[src/rtl/core/cvs_pkg.sv]
// Shared types and constants for the cyclic voltammetry staircase sweep core.
// No dependencies; imported by cvs_csr, cvs_engine and the top level.
package cvs_pkg;

   localparam int VOLT_W   = 17;  // signed voltage, 0.1 mV units
   localparam int STEP_W   = 14;
   localparam int CNT_W    = 8;
   localparam int PERIOD_W = 16;
   localparam int POINT_W  = 16;
   localparam int TIME_W   = 32;
   localparam int SMP_W    = 12;
   localparam int WALK_W   = 18;  // walked distance, holds distance plus one step
   localparam int PRES_W   = 19;  // running voltage, start plus walked distance
   localparam int LEG_W    = 2;

   localparam int CSR_IDX_W = 3;
   localparam int CSR_DAT_W = 17;

   localparam int REQ_DATA_W  = 24;
   localparam int RSP_FIELD_W = POINT_W + TIME_W + 2 * SMP_W + VOLT_W + 1;
   localparam int RSP_DATA_W  = 96;
   localparam int RSP_PAD_W   = RSP_DATA_W - RSP_FIELD_W;

   // op codes carried in req_tuser
   localparam logic OP_START = 1'b0;
   localparam logic OP_TICK  = 1'b1;

   typedef enum logic [CSR_IDX_W-1:0] {
      REG_BEGIN_VOLTAGE      = 3'd0,
      REG_VERTEX_ONE_VOLTAGE = 3'd1,
      REG_VERTEX_TWO_VOLTAGE = 3'd2,
      REG_STEP_SIZE          = 3'd3,
      REG_CYCLE_COUNT        = 3'd4,
      REG_PERIOD_MS          = 3'd5
   } csr_index_type;

   localparam logic signed [VOLT_W-1:0] RST_BEGIN_VOLTAGE = '0;
   localparam logic signed [VOLT_W-1:0] RST_VERTEX_VOLTAGE = '0;
   localparam logic [STEP_W-1:0]   RST_STEP_SIZE   = 14'd10;
   localparam logic [CNT_W-1:0]    RST_CYCLE_COUNT = 8'd1;
   localparam logic [PERIOD_W-1:0] RST_PERIOD_MS   = 16'd100;

   // legs of one cycle: begin->vertex one, vertex one->vertex two, vertex two->begin
   typedef enum logic [LEG_W-1:0] {
      LEG_OUT    = 2'd0,
      LEG_ACROSS = 2'd1,
      LEG_BACK   = 2'd2
   } leg_type;

   typedef struct packed {
      logic signed [VOLT_W-1:0] begin_voltage;
      logic signed [VOLT_W-1:0] vertex_one_voltage;
      logic signed [VOLT_W-1:0] vertex_two_voltage;
      logic [STEP_W-1:0]        step_size;
      logic [CNT_W-1:0]         cycle_count;
      logic [PERIOD_W-1:0]      period_ms;
   } cfg_type;

   typedef struct packed {
      logic             op;
      logic [SMP_W-1:0] current_sample;
      logic [SMP_W-1:0] voltage_sample;
   } item_type;

   typedef struct packed {
      logic                     sample_valid;
      logic [POINT_W-1:0]       point_index;
      logic [TIME_W-1:0]        time_ms;
      logic [SMP_W-1:0]         current_out;
      logic [SMP_W-1:0]         voltage_out;
      logic signed [VOLT_W-1:0] setpoint;
      logic                     relay_on;
      logic                     run_done;
   } res_type;

endpackage

[src/rtl/core/cvs_csr.sv]
// Configuration register file for the sweep core.
// Depends on cvs_pkg (cfg_type, register index codes, reset values).
module cvs_csr (
   input  logic                           clock,
   input  logic                           reset,
   input  logic                           csr_valid,
   output logic                           csr_ready,
   input  logic [cvs_pkg::CSR_IDX_W-1:0]  csr_index,
   input  logic [cvs_pkg::CSR_DAT_W-1:0]  csr_wdata,
   output cvs_pkg::cfg_type               cfg
);
   import cvs_pkg::*;

   cfg_type cfg_ff, cfg_in;

   assign csr_ready = 1'b1;
   assign cfg       = cfg_ff;

   always_comb begin
      cfg_in = cfg_ff;
      if (csr_valid) begin
         case (csr_index)
            REG_BEGIN_VOLTAGE:      cfg_in.begin_voltage      = csr_wdata;
            REG_VERTEX_ONE_VOLTAGE: cfg_in.vertex_one_voltage = csr_wdata;
            REG_VERTEX_TWO_VOLTAGE: cfg_in.vertex_two_voltage = csr_wdata;
            REG_STEP_SIZE:          cfg_in.step_size   = csr_wdata[STEP_W-1:0];
            REG_CYCLE_COUNT:        cfg_in.cycle_count = csr_wdata[CNT_W-1:0];
            REG_PERIOD_MS:          cfg_in.period_ms   = csr_wdata[PERIOD_W-1:0];
            default:                cfg_in = cfg_ff;  // unmapped index, dropped
         endcase
      end
   end

   always_ff @(posedge clock) begin
      if (reset) begin
         cfg_ff.begin_voltage      <= RST_BEGIN_VOLTAGE;
         cfg_ff.vertex_one_voltage <= RST_VERTEX_VOLTAGE;
         cfg_ff.vertex_two_voltage <= RST_VERTEX_VOLTAGE;
         cfg_ff.step_size          <= RST_STEP_SIZE;
         cfg_ff.cycle_count        <= RST_CYCLE_COUNT;
         cfg_ff.period_ms          <= RST_PERIOD_MS;
      end else begin
         cfg_ff <= cfg_in;
      end
   end

endmodule

[src/rtl/core/cvs_engine.sv]
// Sweep state and per-beat step logic: leg sequencing, setpoint, point counter.
// Depends on cvs_pkg; fed by the top level's input register.
module cvs_engine (
   input  logic               clock,
   input  logic               reset,
   input  logic               fire,       // item in the input register is consumed
   input  cvs_pkg::item_type  item,
   input  cvs_pkg::cfg_type   cfg,
   output logic               has_result,
   output cvs_pkg::res_type   result
);
   import cvs_pkg::*;

   typedef struct packed {
      leg_type          leg;
      logic [CNT_W-1:0] cyc;
   } pos_type;

   localparam logic signed [PRES_W-1:0] SP_MAX = PRES_W'(2**(VOLT_W-1) - 1);
   localparam logic signed [PRES_W-1:0] SP_MIN = PRES_W'(-(2**(VOLT_W-1)));

   logic                     running_ff, running_in;
   leg_type                  leg_ff, leg_in;
   logic [CNT_W-1:0]         cyc_ff, cyc_in;
   logic [WALK_W-1:0]        walked_ff, walked_in;
   logic signed [PRES_W-1:0] present_ff, present_in;
   logic [POINT_W-1:0]       point_ff, point_in;

   logic signed [VOLT_W-1:0] start_v [3];
   logic signed [VOLT_W-1:0] end_v   [3];
   logic [2:0][VOLT_W-1:0]   leg_dist;
   logic [2:0]               up;

   // next leg; cycle count sticks at its top value
   function automatic pos_type next_pos(input pos_type p);
      pos_type n;
      n = p;
      case (p.leg)
         LEG_OUT:    n.leg = LEG_ACROSS;
         LEG_ACROSS: n.leg = LEG_BACK;
         default: begin
            n.leg = LEG_OUT;
            n.cyc = (p.cyc == '1) ? p.cyc : p.cyc + 1'b1;
         end
      endcase
      return n;
   endfunction

   function automatic logic [VOLT_W-1:0] pick_dist(input logic [2:0][VOLT_W-1:0] d,
                                                   input leg_type l);
      case (l)
         LEG_OUT:    return d[0];
         LEG_ACROSS: return d[1];
         LEG_BACK:   return d[2];
         default:    return '0;
      endcase
   endfunction

   assign start_v[0] = cfg.begin_voltage;
   assign start_v[1] = cfg.vertex_one_voltage;
   assign start_v[2] = cfg.vertex_two_voltage;
   assign end_v[0]   = cfg.vertex_one_voltage;
   assign end_v[1]   = cfg.vertex_two_voltage;
   assign end_v[2]   = cfg.begin_voltage;

   for (genvar k = 0; k < 3; k++) begin : g_leg
      logic signed [VOLT_W:0] diff;
      assign diff        = (VOLT_W+1)'(end_v[k]) - (VOLT_W+1)'(start_v[k]);
      assign leg_dist[k] = diff[VOLT_W] ? VOLT_W'(-diff) : diff[VOLT_W-1:0];
      assign up[k]       = !diff[VOLT_W] && (diff != '0);
   end

   logic [STEP_W-1:0]        step_eff;
   logic                     is_start, tick_live, leg_over, leg_up;
   logic signed [VOLT_W-1:0] seek_start_v;
   logic signed [PRES_W-1:0] present_step;
   logic [WALK_W-1:0]        walked_step;
   pos_type                  seek_pos;
   logic                     seek_run, seek_found;
   logic signed [VOLT_W-1:0] sp_sat;

   always_comb begin
      step_eff  = (cfg.step_size == '0) ? STEP_W'(1) : cfg.step_size;
      is_start  = (item.op == OP_START);
      tick_live = (item.op == OP_TICK) && running_ff;

      case (leg_ff)
         LEG_OUT:    leg_up = up[0];
         LEG_ACROSS: leg_up = up[1];
         LEG_BACK:   leg_up = up[2];
         default:    leg_up = 1'b0;
      endcase

      present_step = leg_up ? present_ff + PRES_W'(step_eff)
                            : present_ff - PRES_W'(step_eff);
      walked_step  = walked_ff + WALK_W'(step_eff);
      leg_over     = walked_step >= WALK_W'(pick_dist(leg_dist, leg_ff));

      // leg search: at most four tries over the three legs
      seek_pos   = is_start ? pos_type'{LEG_OUT, CNT_W'(0)}
                            : next_pos(pos_type'{leg_ff, cyc_ff});
      seek_run   = 1'b1;
      seek_found = 1'b0;
      for (int t = 0; t < 4; t++) begin
         if (seek_run && !seek_found) begin
            if (seek_pos.cyc >= cfg.cycle_count) begin
               seek_run = 1'b0;
            end else if (pick_dist(leg_dist, seek_pos.leg) != '0) begin
               seek_found = 1'b1;
            end else begin
               seek_pos = next_pos(seek_pos);
            end
         end
      end
      if (!seek_found) seek_run = 1'b0;

      case (seek_pos.leg)
         LEG_OUT:    seek_start_v = start_v[0];
         LEG_ACROSS: seek_start_v = start_v[1];
         LEG_BACK:   seek_start_v = start_v[2];
         default:    seek_start_v = cfg.begin_voltage;
      endcase

      if (present_step > SP_MAX)      sp_sat = SP_MAX[VOLT_W-1:0];
      else if (present_step < SP_MIN) sp_sat = SP_MIN[VOLT_W-1:0];
      else                            sp_sat = present_step[VOLT_W-1:0];

      running_in = running_ff;
      leg_in     = leg_ff;
      cyc_in     = cyc_ff;
      walked_in  = walked_ff;
      present_in = present_ff;
      point_in   = point_ff;
      if (fire && is_start) begin
         running_in = seek_run;
         leg_in     = seek_pos.leg;
         cyc_in     = seek_pos.cyc;
         walked_in  = '0;
         point_in   = '0;
         present_in = seek_found ? PRES_W'(seek_start_v) : PRES_W'(cfg.begin_voltage);
      end else if (fire && tick_live) begin
         present_in = present_step;
         walked_in  = walked_step;
         point_in   = point_ff + 1'b1;
         if (leg_over) begin
            running_in = seek_run;
            leg_in     = seek_pos.leg;
            cyc_in     = seek_pos.cyc;
            if (seek_found) begin
               present_in = PRES_W'(seek_start_v);
               walked_in  = '0;
            end
         end
      end

      has_result          = is_start || tick_live;
      result.sample_valid = !is_start;
      result.point_index  = is_start ? '0 : point_ff;
      result.time_ms      = is_start ? '0 : TIME_W'(point_ff) * TIME_W'(cfg.period_ms);
      result.current_out  = is_start ? '0 : item.current_sample;
      result.voltage_out  = is_start ? '0 : item.voltage_sample;
      result.setpoint     = is_start ? cfg.begin_voltage : sp_sat;
      result.relay_on     = running_in;
      result.run_done     = !running_in;
   end

   always_ff @(posedge clock) begin
      if (reset) begin
         running_ff <= 1'b0;
         leg_ff     <= LEG_OUT;
         cyc_ff     <= '0;
         walked_ff  <= '0;
         present_ff <= '0;
         point_ff   <= '0;
      end else begin
         running_ff <= running_in;
         leg_ff     <= leg_in;
         cyc_ff     <= cyc_in;
         walked_ff  <= walked_in;
         present_ff <= present_in;
         point_ff   <= point_in;
      end
   end

   // a live tick always advances the point counter by one
   a_point_step: assert property (@(posedge clock) disable iff (reset)
      fire && tick_live |=> point_ff == $past(point_ff) + 1'b1)
      else $error("point counter did not advance on a live tick");

   // a start clears the walked distance
   a_start_clear: assert property (@(posedge clock) disable iff (reset)
      fire && is_start |=> walked_ff == '0)
      else $error("walked distance not cleared by start");

   // idle ticks leave the sweep state alone
   a_idle_hold: assert property (@(posedge clock) disable iff (reset)
      fire && !is_start && !running_ff |=> $stable(point_ff) && !running_ff)
      else $error("idle tick changed sweep state");

endmodule

[src/rtl/core/cyclic_voltammetry_sweep_core.sv]
// Top level of the cyclic voltammetry staircase sweep core.
// Depends on cvs_pkg, cvs_csr and cvs_engine.
//
// Staircase sweep sequencer for cyclic voltammetry. A start beat (op 0)
// clears the counters, reports setpoint = begin voltage and closes the relay
// (relay_on) unless there is nothing to sweep. Each tick beat (op 1) during
// a run carries a raw current and voltage sample; the core returns them with
// the point index, time_ms = point index * period_ms and the next setpoint,
// one step toward the current leg's target. Legs go begin -> vertex one ->
// vertex two -> begin, cycle_count times; a leg ends once the walked
// distance reaches the leg distance (last step may overshoot), the next leg
// restarts at its nominal start, legs with equal ends are skipped. The final
// result of a run has rsp_tlast set and relay_on low. Ticks outside a run
// are consumed and produce no beat. Throughput is one beat per clock while
// rsp_tready is high or the result register is empty: the request beat lands
// in an input register, the step logic and a 16x16 multiplier for the
// timestamp sit between that register and the result register, which
// drives rsp_tvalid and the response beat. The result register decouples
// the sides; req_tready only drops when both the input and the result
// register are full and rsp_tready is low.
// Configuration writes take effect on the next clock and are always
// accepted (csr_ready is tied high); write only with no beat in flight.
module cyclic_voltammetry_sweep_core #(
   parameter int SAMPLE_BITS = 12   // converter resolution, 8 to 12; larger values keep 12 bits
) (
   input  logic                               clock,
   input  logic                               reset,
   // request: tdata = current_sample[11:0], voltage_sample[23:12]
   //          tuser = op[0]
   input  logic                               req_tvalid,
   output logic                               req_tready,
   input  logic [cvs_pkg::REQ_DATA_W-1:0]     req_tdata,
   input  logic [0:0]                         req_tuser,
   // response: tdata = point_index[15:0], time_ms[47:16], current_out[59:48],
   //           voltage_out[71:60], setpoint[88:72], relay_on[89], zero[95:90]
   //           tuser = sample_valid[0]; tlast = run_done
   output logic                               rsp_tvalid,
   input  logic                               rsp_tready,
   output logic [cvs_pkg::RSP_DATA_W-1:0]     rsp_tdata,
   output logic [0:0]                         rsp_tuser,
   output logic                               rsp_tlast,
   // register writes
   input  logic                               csr_valid,
   output logic                               csr_ready,
   input  logic [cvs_pkg::CSR_IDX_W-1:0]      csr_index,
   input  logic [cvs_pkg::CSR_DAT_W-1:0]      csr_wdata
);
   import cvs_pkg::*;

   // samples keep only the converter's bits
   localparam int               KEEP_BITS = (SAMPLE_BITS < SMP_W) ? SAMPLE_BITS : SMP_W;
   localparam logic [SMP_W-1:0] SMP_MASK  = SMP_W'((64'd1 << KEEP_BITS) - 64'd1);

   cfg_type  cfg;
   item_type in_item_ff, in_item_in;
   logic     in_valid_ff, in_valid_in;
   res_type  out_res_ff, out_res_in, eng_res;
   logic     out_valid_ff, out_valid_in;
   logic     proceed, eng_has;
   logic     req_fire;

   cvs_csr u_csr (
      .clock     (clock),
      .reset     (reset),
      .csr_valid (csr_valid),
      .csr_ready (csr_ready),
      .csr_index (csr_index),
      .csr_wdata (csr_wdata),
      .cfg       (cfg)
   );

   // input register moves on whenever the result register has room
   assign proceed    = in_valid_ff && (!out_valid_ff || rsp_tready);
   assign req_tready = !in_valid_ff || proceed;
   assign req_fire   = req_tvalid && req_tready;

   cvs_engine u_engine (
      .clock      (clock),
      .reset      (reset),
      .fire       (proceed),
      .item       (in_item_ff),
      .cfg        (cfg),
      .has_result (eng_has),
      .result     (eng_res)
   );

   always_comb begin
      in_item_in  = in_item_ff;
      in_valid_in = in_valid_ff;
      if (req_fire) begin
         in_item_in.op             = req_tuser[0];
         in_item_in.current_sample = req_tdata[SMP_W-1:0] & SMP_MASK;
         in_item_in.voltage_sample = req_tdata[2*SMP_W-1:SMP_W] & SMP_MASK;
         in_valid_in               = 1'b1;
      end else if (proceed) begin
         in_valid_in = 1'b0;
      end

      out_res_in   = out_res_ff;
      out_valid_in = out_valid_ff;
      if (proceed) begin
         out_res_in   = eng_res;
         out_valid_in = eng_has;
      end else if (rsp_tready) begin
         out_valid_in = 1'b0;
      end
   end

   always_ff @(posedge clock) begin
      if (reset) begin
         in_valid_ff  <= 1'b0;
         out_valid_ff <= 1'b0;
      end else begin
         in_valid_ff  <= in_valid_in;
         out_valid_ff <= out_valid_in;
      end
   end

   always_ff @(posedge clock) begin
      in_item_ff <= in_item_in;
      out_res_ff <= out_res_in;
   end

   assign rsp_tvalid   = out_valid_ff;
   assign rsp_tdata    = {RSP_PAD_W'(0), out_res_ff.relay_on, out_res_ff.setpoint,
                          out_res_ff.voltage_out, out_res_ff.current_out,
                          out_res_ff.time_ms, out_res_ff.point_index};
   assign rsp_tuser[0] = out_res_ff.sample_valid;
   assign rsp_tlast    = out_res_ff.run_done;

   // end of run and closed relay never coincide
   a_done_relay: assert property (@(posedge clock) disable iff (reset)
      rsp_tvalid |-> (rsp_tlast != out_res_ff.relay_on))
      else $error("run_done and relay_on disagree");

   // start beats report point zero at time zero
   a_start_zero: assert property (@(posedge clock) disable iff (reset)
      rsp_tvalid && !rsp_tuser[0] |-> out_res_ff.point_index == '0 &&
                                      out_res_ff.time_ms == '0)
      else $error("start beat with nonzero point or time");

   // a held input beat is never dropped
   a_in_hold: assert property (@(posedge clock) disable iff (reset)
      in_valid_ff && !proceed |=> in_valid_ff && $stable(in_item_ff))
      else $error("stalled input beat lost");

endmodule
[config.mk]
export PLATFORM = sky130hd
export DESIGN_NAME = cyclic_voltammetry_sweep_core
export DESIGN_NICKNAME = d
export VERILOG_FILES = /design/src/rtl/core/cvs_pkg.sv /design/src/rtl/core/cvs_csr.sv /design/src/rtl/core/cvs_engine.sv /design/src/rtl/core/cyclic_voltammetry_sweep_core.sv
export SDC_FILE = /design/constraint.sdc
export NUM_CORES = 2
export LEC_CHECK = 0
export BUFFER_PORTS_ARGS = -buffer_cell sky130_fd_sc_hd__buf_2
export CAP_MARGIN = 20
export CORE_UTILIZATION = 25
export CTS_BUF_LIST = sky130_fd_sc_hd__clkbuf_8 sky130_fd_sc_hd__clkbuf_16
export CTS_CLUSTER_DIAMETER = 120
export DETAILED_ROUTE_END_ITERATION = 7
export PLACE_DENSITY = 0.37
export SLEW_MARGIN = 20
export SYNTH_ARGS = -nofsm -noshare
export SYNTH_HDL_FRONTEND = slang
export SYNTH_HIERARCHICAL = 1
export SYNTH_SLANG_ARGS = --single-unit
[constraint.sdc]
create_clock -name clock -period 28.6 [get_ports clock]
set_clock_uncertainty 0.1 [all_clocks]
set_input_delay 2.86 -clock clock [delete_from_list [all_inputs] [get_ports clock]]
set_output_delay 2.86 -clock clock [all_outputs]
set_load 0.1 [all_outputs]
==> metrics.csv <==
metric,value,unit
post-route-period-util,47.8,%
post_cts_repair_timing_setup_buffer_count,0,
cp_num_buf_inv,2,
area_delta_synth_final,12.0,%
finalSetupViolCount,0,
timing.critical_path.max_delay_family,compound AO/OA/AOI/OAI gates,
outcome,"complete, no violations",
max_stage_delay,630,ps
clock_sink_count,272,
seq_area,6620,sq um
comb_power_share,38.5,%
route.detailed.vias_per_inst,4.82,
cts_inserted_buffers,39,
worstSetupEndpointType,flip-flop,
synthesis.instances,3390,
maximum_number_of_pins_on_one_net_before_global_route_repair,87,
die_width,345,microns
portBuffers,143,
timing_worst_setup_path_type,flip-flop to flip-flop,
seq_power_share,29.2,%
grt_pass1_wl,155,mm
globalplace.congestion,0.847,
drtAntennaViolNets,0,
drive_gt1_share,10.3,%
area_enclosed_by_the_die_boundary,119000,sq um
cts_root_buffer,clkbuf_16,
cellPowerDensity,45.6,nW/um^2
clockBufferDepth,3,
cts.reportedPaths.clkPinSlew,60,ps
whs,354,ps
htree_levels,2,
yosysUniqueCellTypes,121,
grt_antenna_before_repair,7,
n_fill_cell,12625,
critPathSlowestCell,fa_1,
finalMaxSlewViolations,0,
timing.fmax,73.1,MHz
count_of_instances_resized_after_the_clock_tree_is_built,0,
post-route-min-period,13670,ps
first_global_vias,23598,
final_stage_net_count,3941,
critical_path.most_common_cell,a21oi_1,
worstSetupStartpointType,flip-flop,
tritoncts,done,
grt_setup_unrepaired,false,
synth.yosys.warnings,6,
floorplan.initialDensity,25.2,%
floorplan.core_area,116000,sq um
drt_wl_total,103,mm
grt.total_usage,17.2,%
power_frac_clock,32.4,%
synth.yosys.seq_area_share,22.5,%
max_slew.worst_pin.slew,1090,ps
mappedNetlistArea,29400,sq um
internal-power,886,uW
netSwitchingFraction,41.0,%
ir_drop,0.0000400,V
final_util,28.3,%
route.vias.total,24079,
static_leakage,14.4,nW
ys_async_sr_fraction,0,%
cts_hold_buffers,0,
synth_edf_count,117,
drt_pass1_iterations,5,
hold_path.class,flip-flop to flip-flop,
die_y_extent,345,microns
drcViolationCount,0,
clk-insertion-delay-late,600,ps
cap_viol_max_count,0,
half_perimeter_wire_length_after_detailed_placement,80.0,mm
multi_input_area,20600,sq um
cp_max_fo,17,
postSynthAreaPerCell,8.66,sq um
switching_power,615,uW
routedWlPerCell,20.6,microns
max_slew_margin,26.4,%
worst_ep_arrival_time,14020,ps
totalNegativeSetupSlack,0,ps
timing.final.hold_violations,0,
global_route.overflow_total,0,
ys_dominant_reg_cell,dfxtp_1,
ioPinCount,151,
worstPathRequired,28940,ps
synth_seq_cells,272,
floorplan.rows,125,
drt_iter0_markers,1596,
-- state kept, by name, indices dropped and copies added, names as in the netlist --
signal	cells
in_item_ff	25
rsp_tlast	1
u_engine/leg_ff	2
rsp_tdata	90
rsp_tvalid	1
u_engine/point_ff	16
u_engine/running_ff	1
u_engine/cyc_ff	8
in_valid_ff	1
rsp_tuser	1
u_csr/cfg	89
u_engine/present_ff	19
u_engine/walked_ff	18
-- tightest hold or removal path: cells and delay by family (launching register included) --
family / cells / cell delay, ps
and+or+nand+nor: 1 / 50
AOI/OAI and AO/OA: 1 / 50
DFF: 1 / 310
-- worst paths after layout --
| path | from | endpoint | slack (ps) | cells past startpoint |
|---|---|---|---|---|
| setup / recovery | u_csr/cfg[72]$_SDFFE_PP0P_ | u_engine/present_ff[18]$_SDFFE_PP0P_ | 14930 | 59 |
| hold / removal | u_engine/walked_ff[0]$_SDFFE_PP0P_ | u_engine/walked_ff[0]$_SDFFE_PP0P_ | 350 | 2 |
| setup reg to reg | u_csr/cfg[72]$_SDFFE_PP0P_ | u_engine/present_ff[18]$_SDFFE_PP0P_ | 14930 | 59 |
| hold reg to reg | u_engine/walked_ff[0]$_SDFFE_PP0P_ | u_engine/walked_ff[0]$_SDFFE_PP0P_ | 350 | 2 |
-- layer usage --
metal | global-route usage, % | share of wire, % | wire, microns | up-vias
met5 | 0 | 0.040 | 41 | -
met4 | 4.02 | 2.0 | 2100 | 8
met3 | 2.51 | 4.5 | 4680 | 95
met2 | 26.8 | 44 | 45100 | 485
met1 | 24.9 | 50 | 51200 | 11749
li1 | - | - | - | 11742
-- metrics by stage --
stage / cells / setup slack [ps] / cell area (sq um) / total power, mW
after floorplan: 3395 / 16900 / 29400 / 0.846
after global placement: 4926 / 15340 / 31600 / 1.03
after detailed placement: 4926 / 15110 / 31600 / 1.02
after CTS: 4997 / 15100 / 32900 / 1.52
after global routing: 4998 / 13740 / 32900 / 1.58
final: 5000 / 14930 / 32900 / 1.50
-- layout make-up --
| cell class | instances | area share (%) |
|---|---|---|
| clock buffers | 41 | 3.05 |
| clock inverters | 30 | 0.829 |
| multi-input cells | 2574 | 62.7 |
| well taps | 1524 | 5.79 |
| inverters | 361 | 4.12 |
| repair buffers | 196 | 3.40 |
| diodes | 2 | 0.0152 |
| flip-flops and latches | 272 | 20.1 |
-- Yosys cell counts, drive strengths merged (72+ instances only) --
library cell  number  share of area [%]
a21oi            201                3.6
and2             168                3.6
clkbuf           142                1.8
dfxtp            155                 11
edfxtp           117                 12
fa               199                 14
ha               248                 11
inv              361                4.6
mux2i            105                3.6
nand2            318                4.1
nand2b           132                2.8
nand3             72                1.3
nor2             181                2.3
o21ai            101                1.7
xnor2            107                3.3
-- placed cells by master, fill, tap and decap left out, types with 39 or more instances in the layout --
| master | count |
|---|---|
| fa_1 | 199 |
| xnor2_1 | 104 |
| ha_1 | 248 |
| nor3_1 | 57 |
| nor2_1 | 180 |
| inv_1 | 367 |
| nand2_1 | 316 |
| mux2i_1 | 103 |
| buf_4 | 53 |
| o21ai_0 | 88 |
| xor2_1 | 66 |
| clkbuf_16 | 39 |
| buf_2 | 142 |
| edfxtp_1 | 117 |
| nand3_1 | 69 |
| and2_1 | 165 |
| dfxtp_1 | 155 |
| a21oi_1 | 195 |
| nand2b_1 | 132 |
-- cells by family (layout without fill, tap and decap cells) --
logic type      Yosys count  in the layout  share of synthesized area (%)
other cells               2              9                         0.0256
simple gates           1174           1174                           21.3
mux                     132            132                           4.67
xor+xnor                174            174                           5.29
flops                   272            272                           22.5
fa+ha+maj               447            447                           24.1
buf+inv                 549            628                           7.34
compound gates          640            640                           14.7
-- power groups by stage --
| stage | Clock [mW] | Combinational, mW | Sequential [mW] |
|---|---|---|---|
| final | 0.486 | 0.578 | 0.438 |
| after global routing | 0.518 | 0.622 | 0.440 |
| after CTS | 0.504 | 0.576 | 0.438 |
| after detailed placement | 0 | 0.573 | 0.446 |
| after global placement | 0 | 0.579 | 0.446 |
| after floorplan | 0 | 0.344 | 0.502 |
Note: power is estimated with default switching activity, not from simulation.
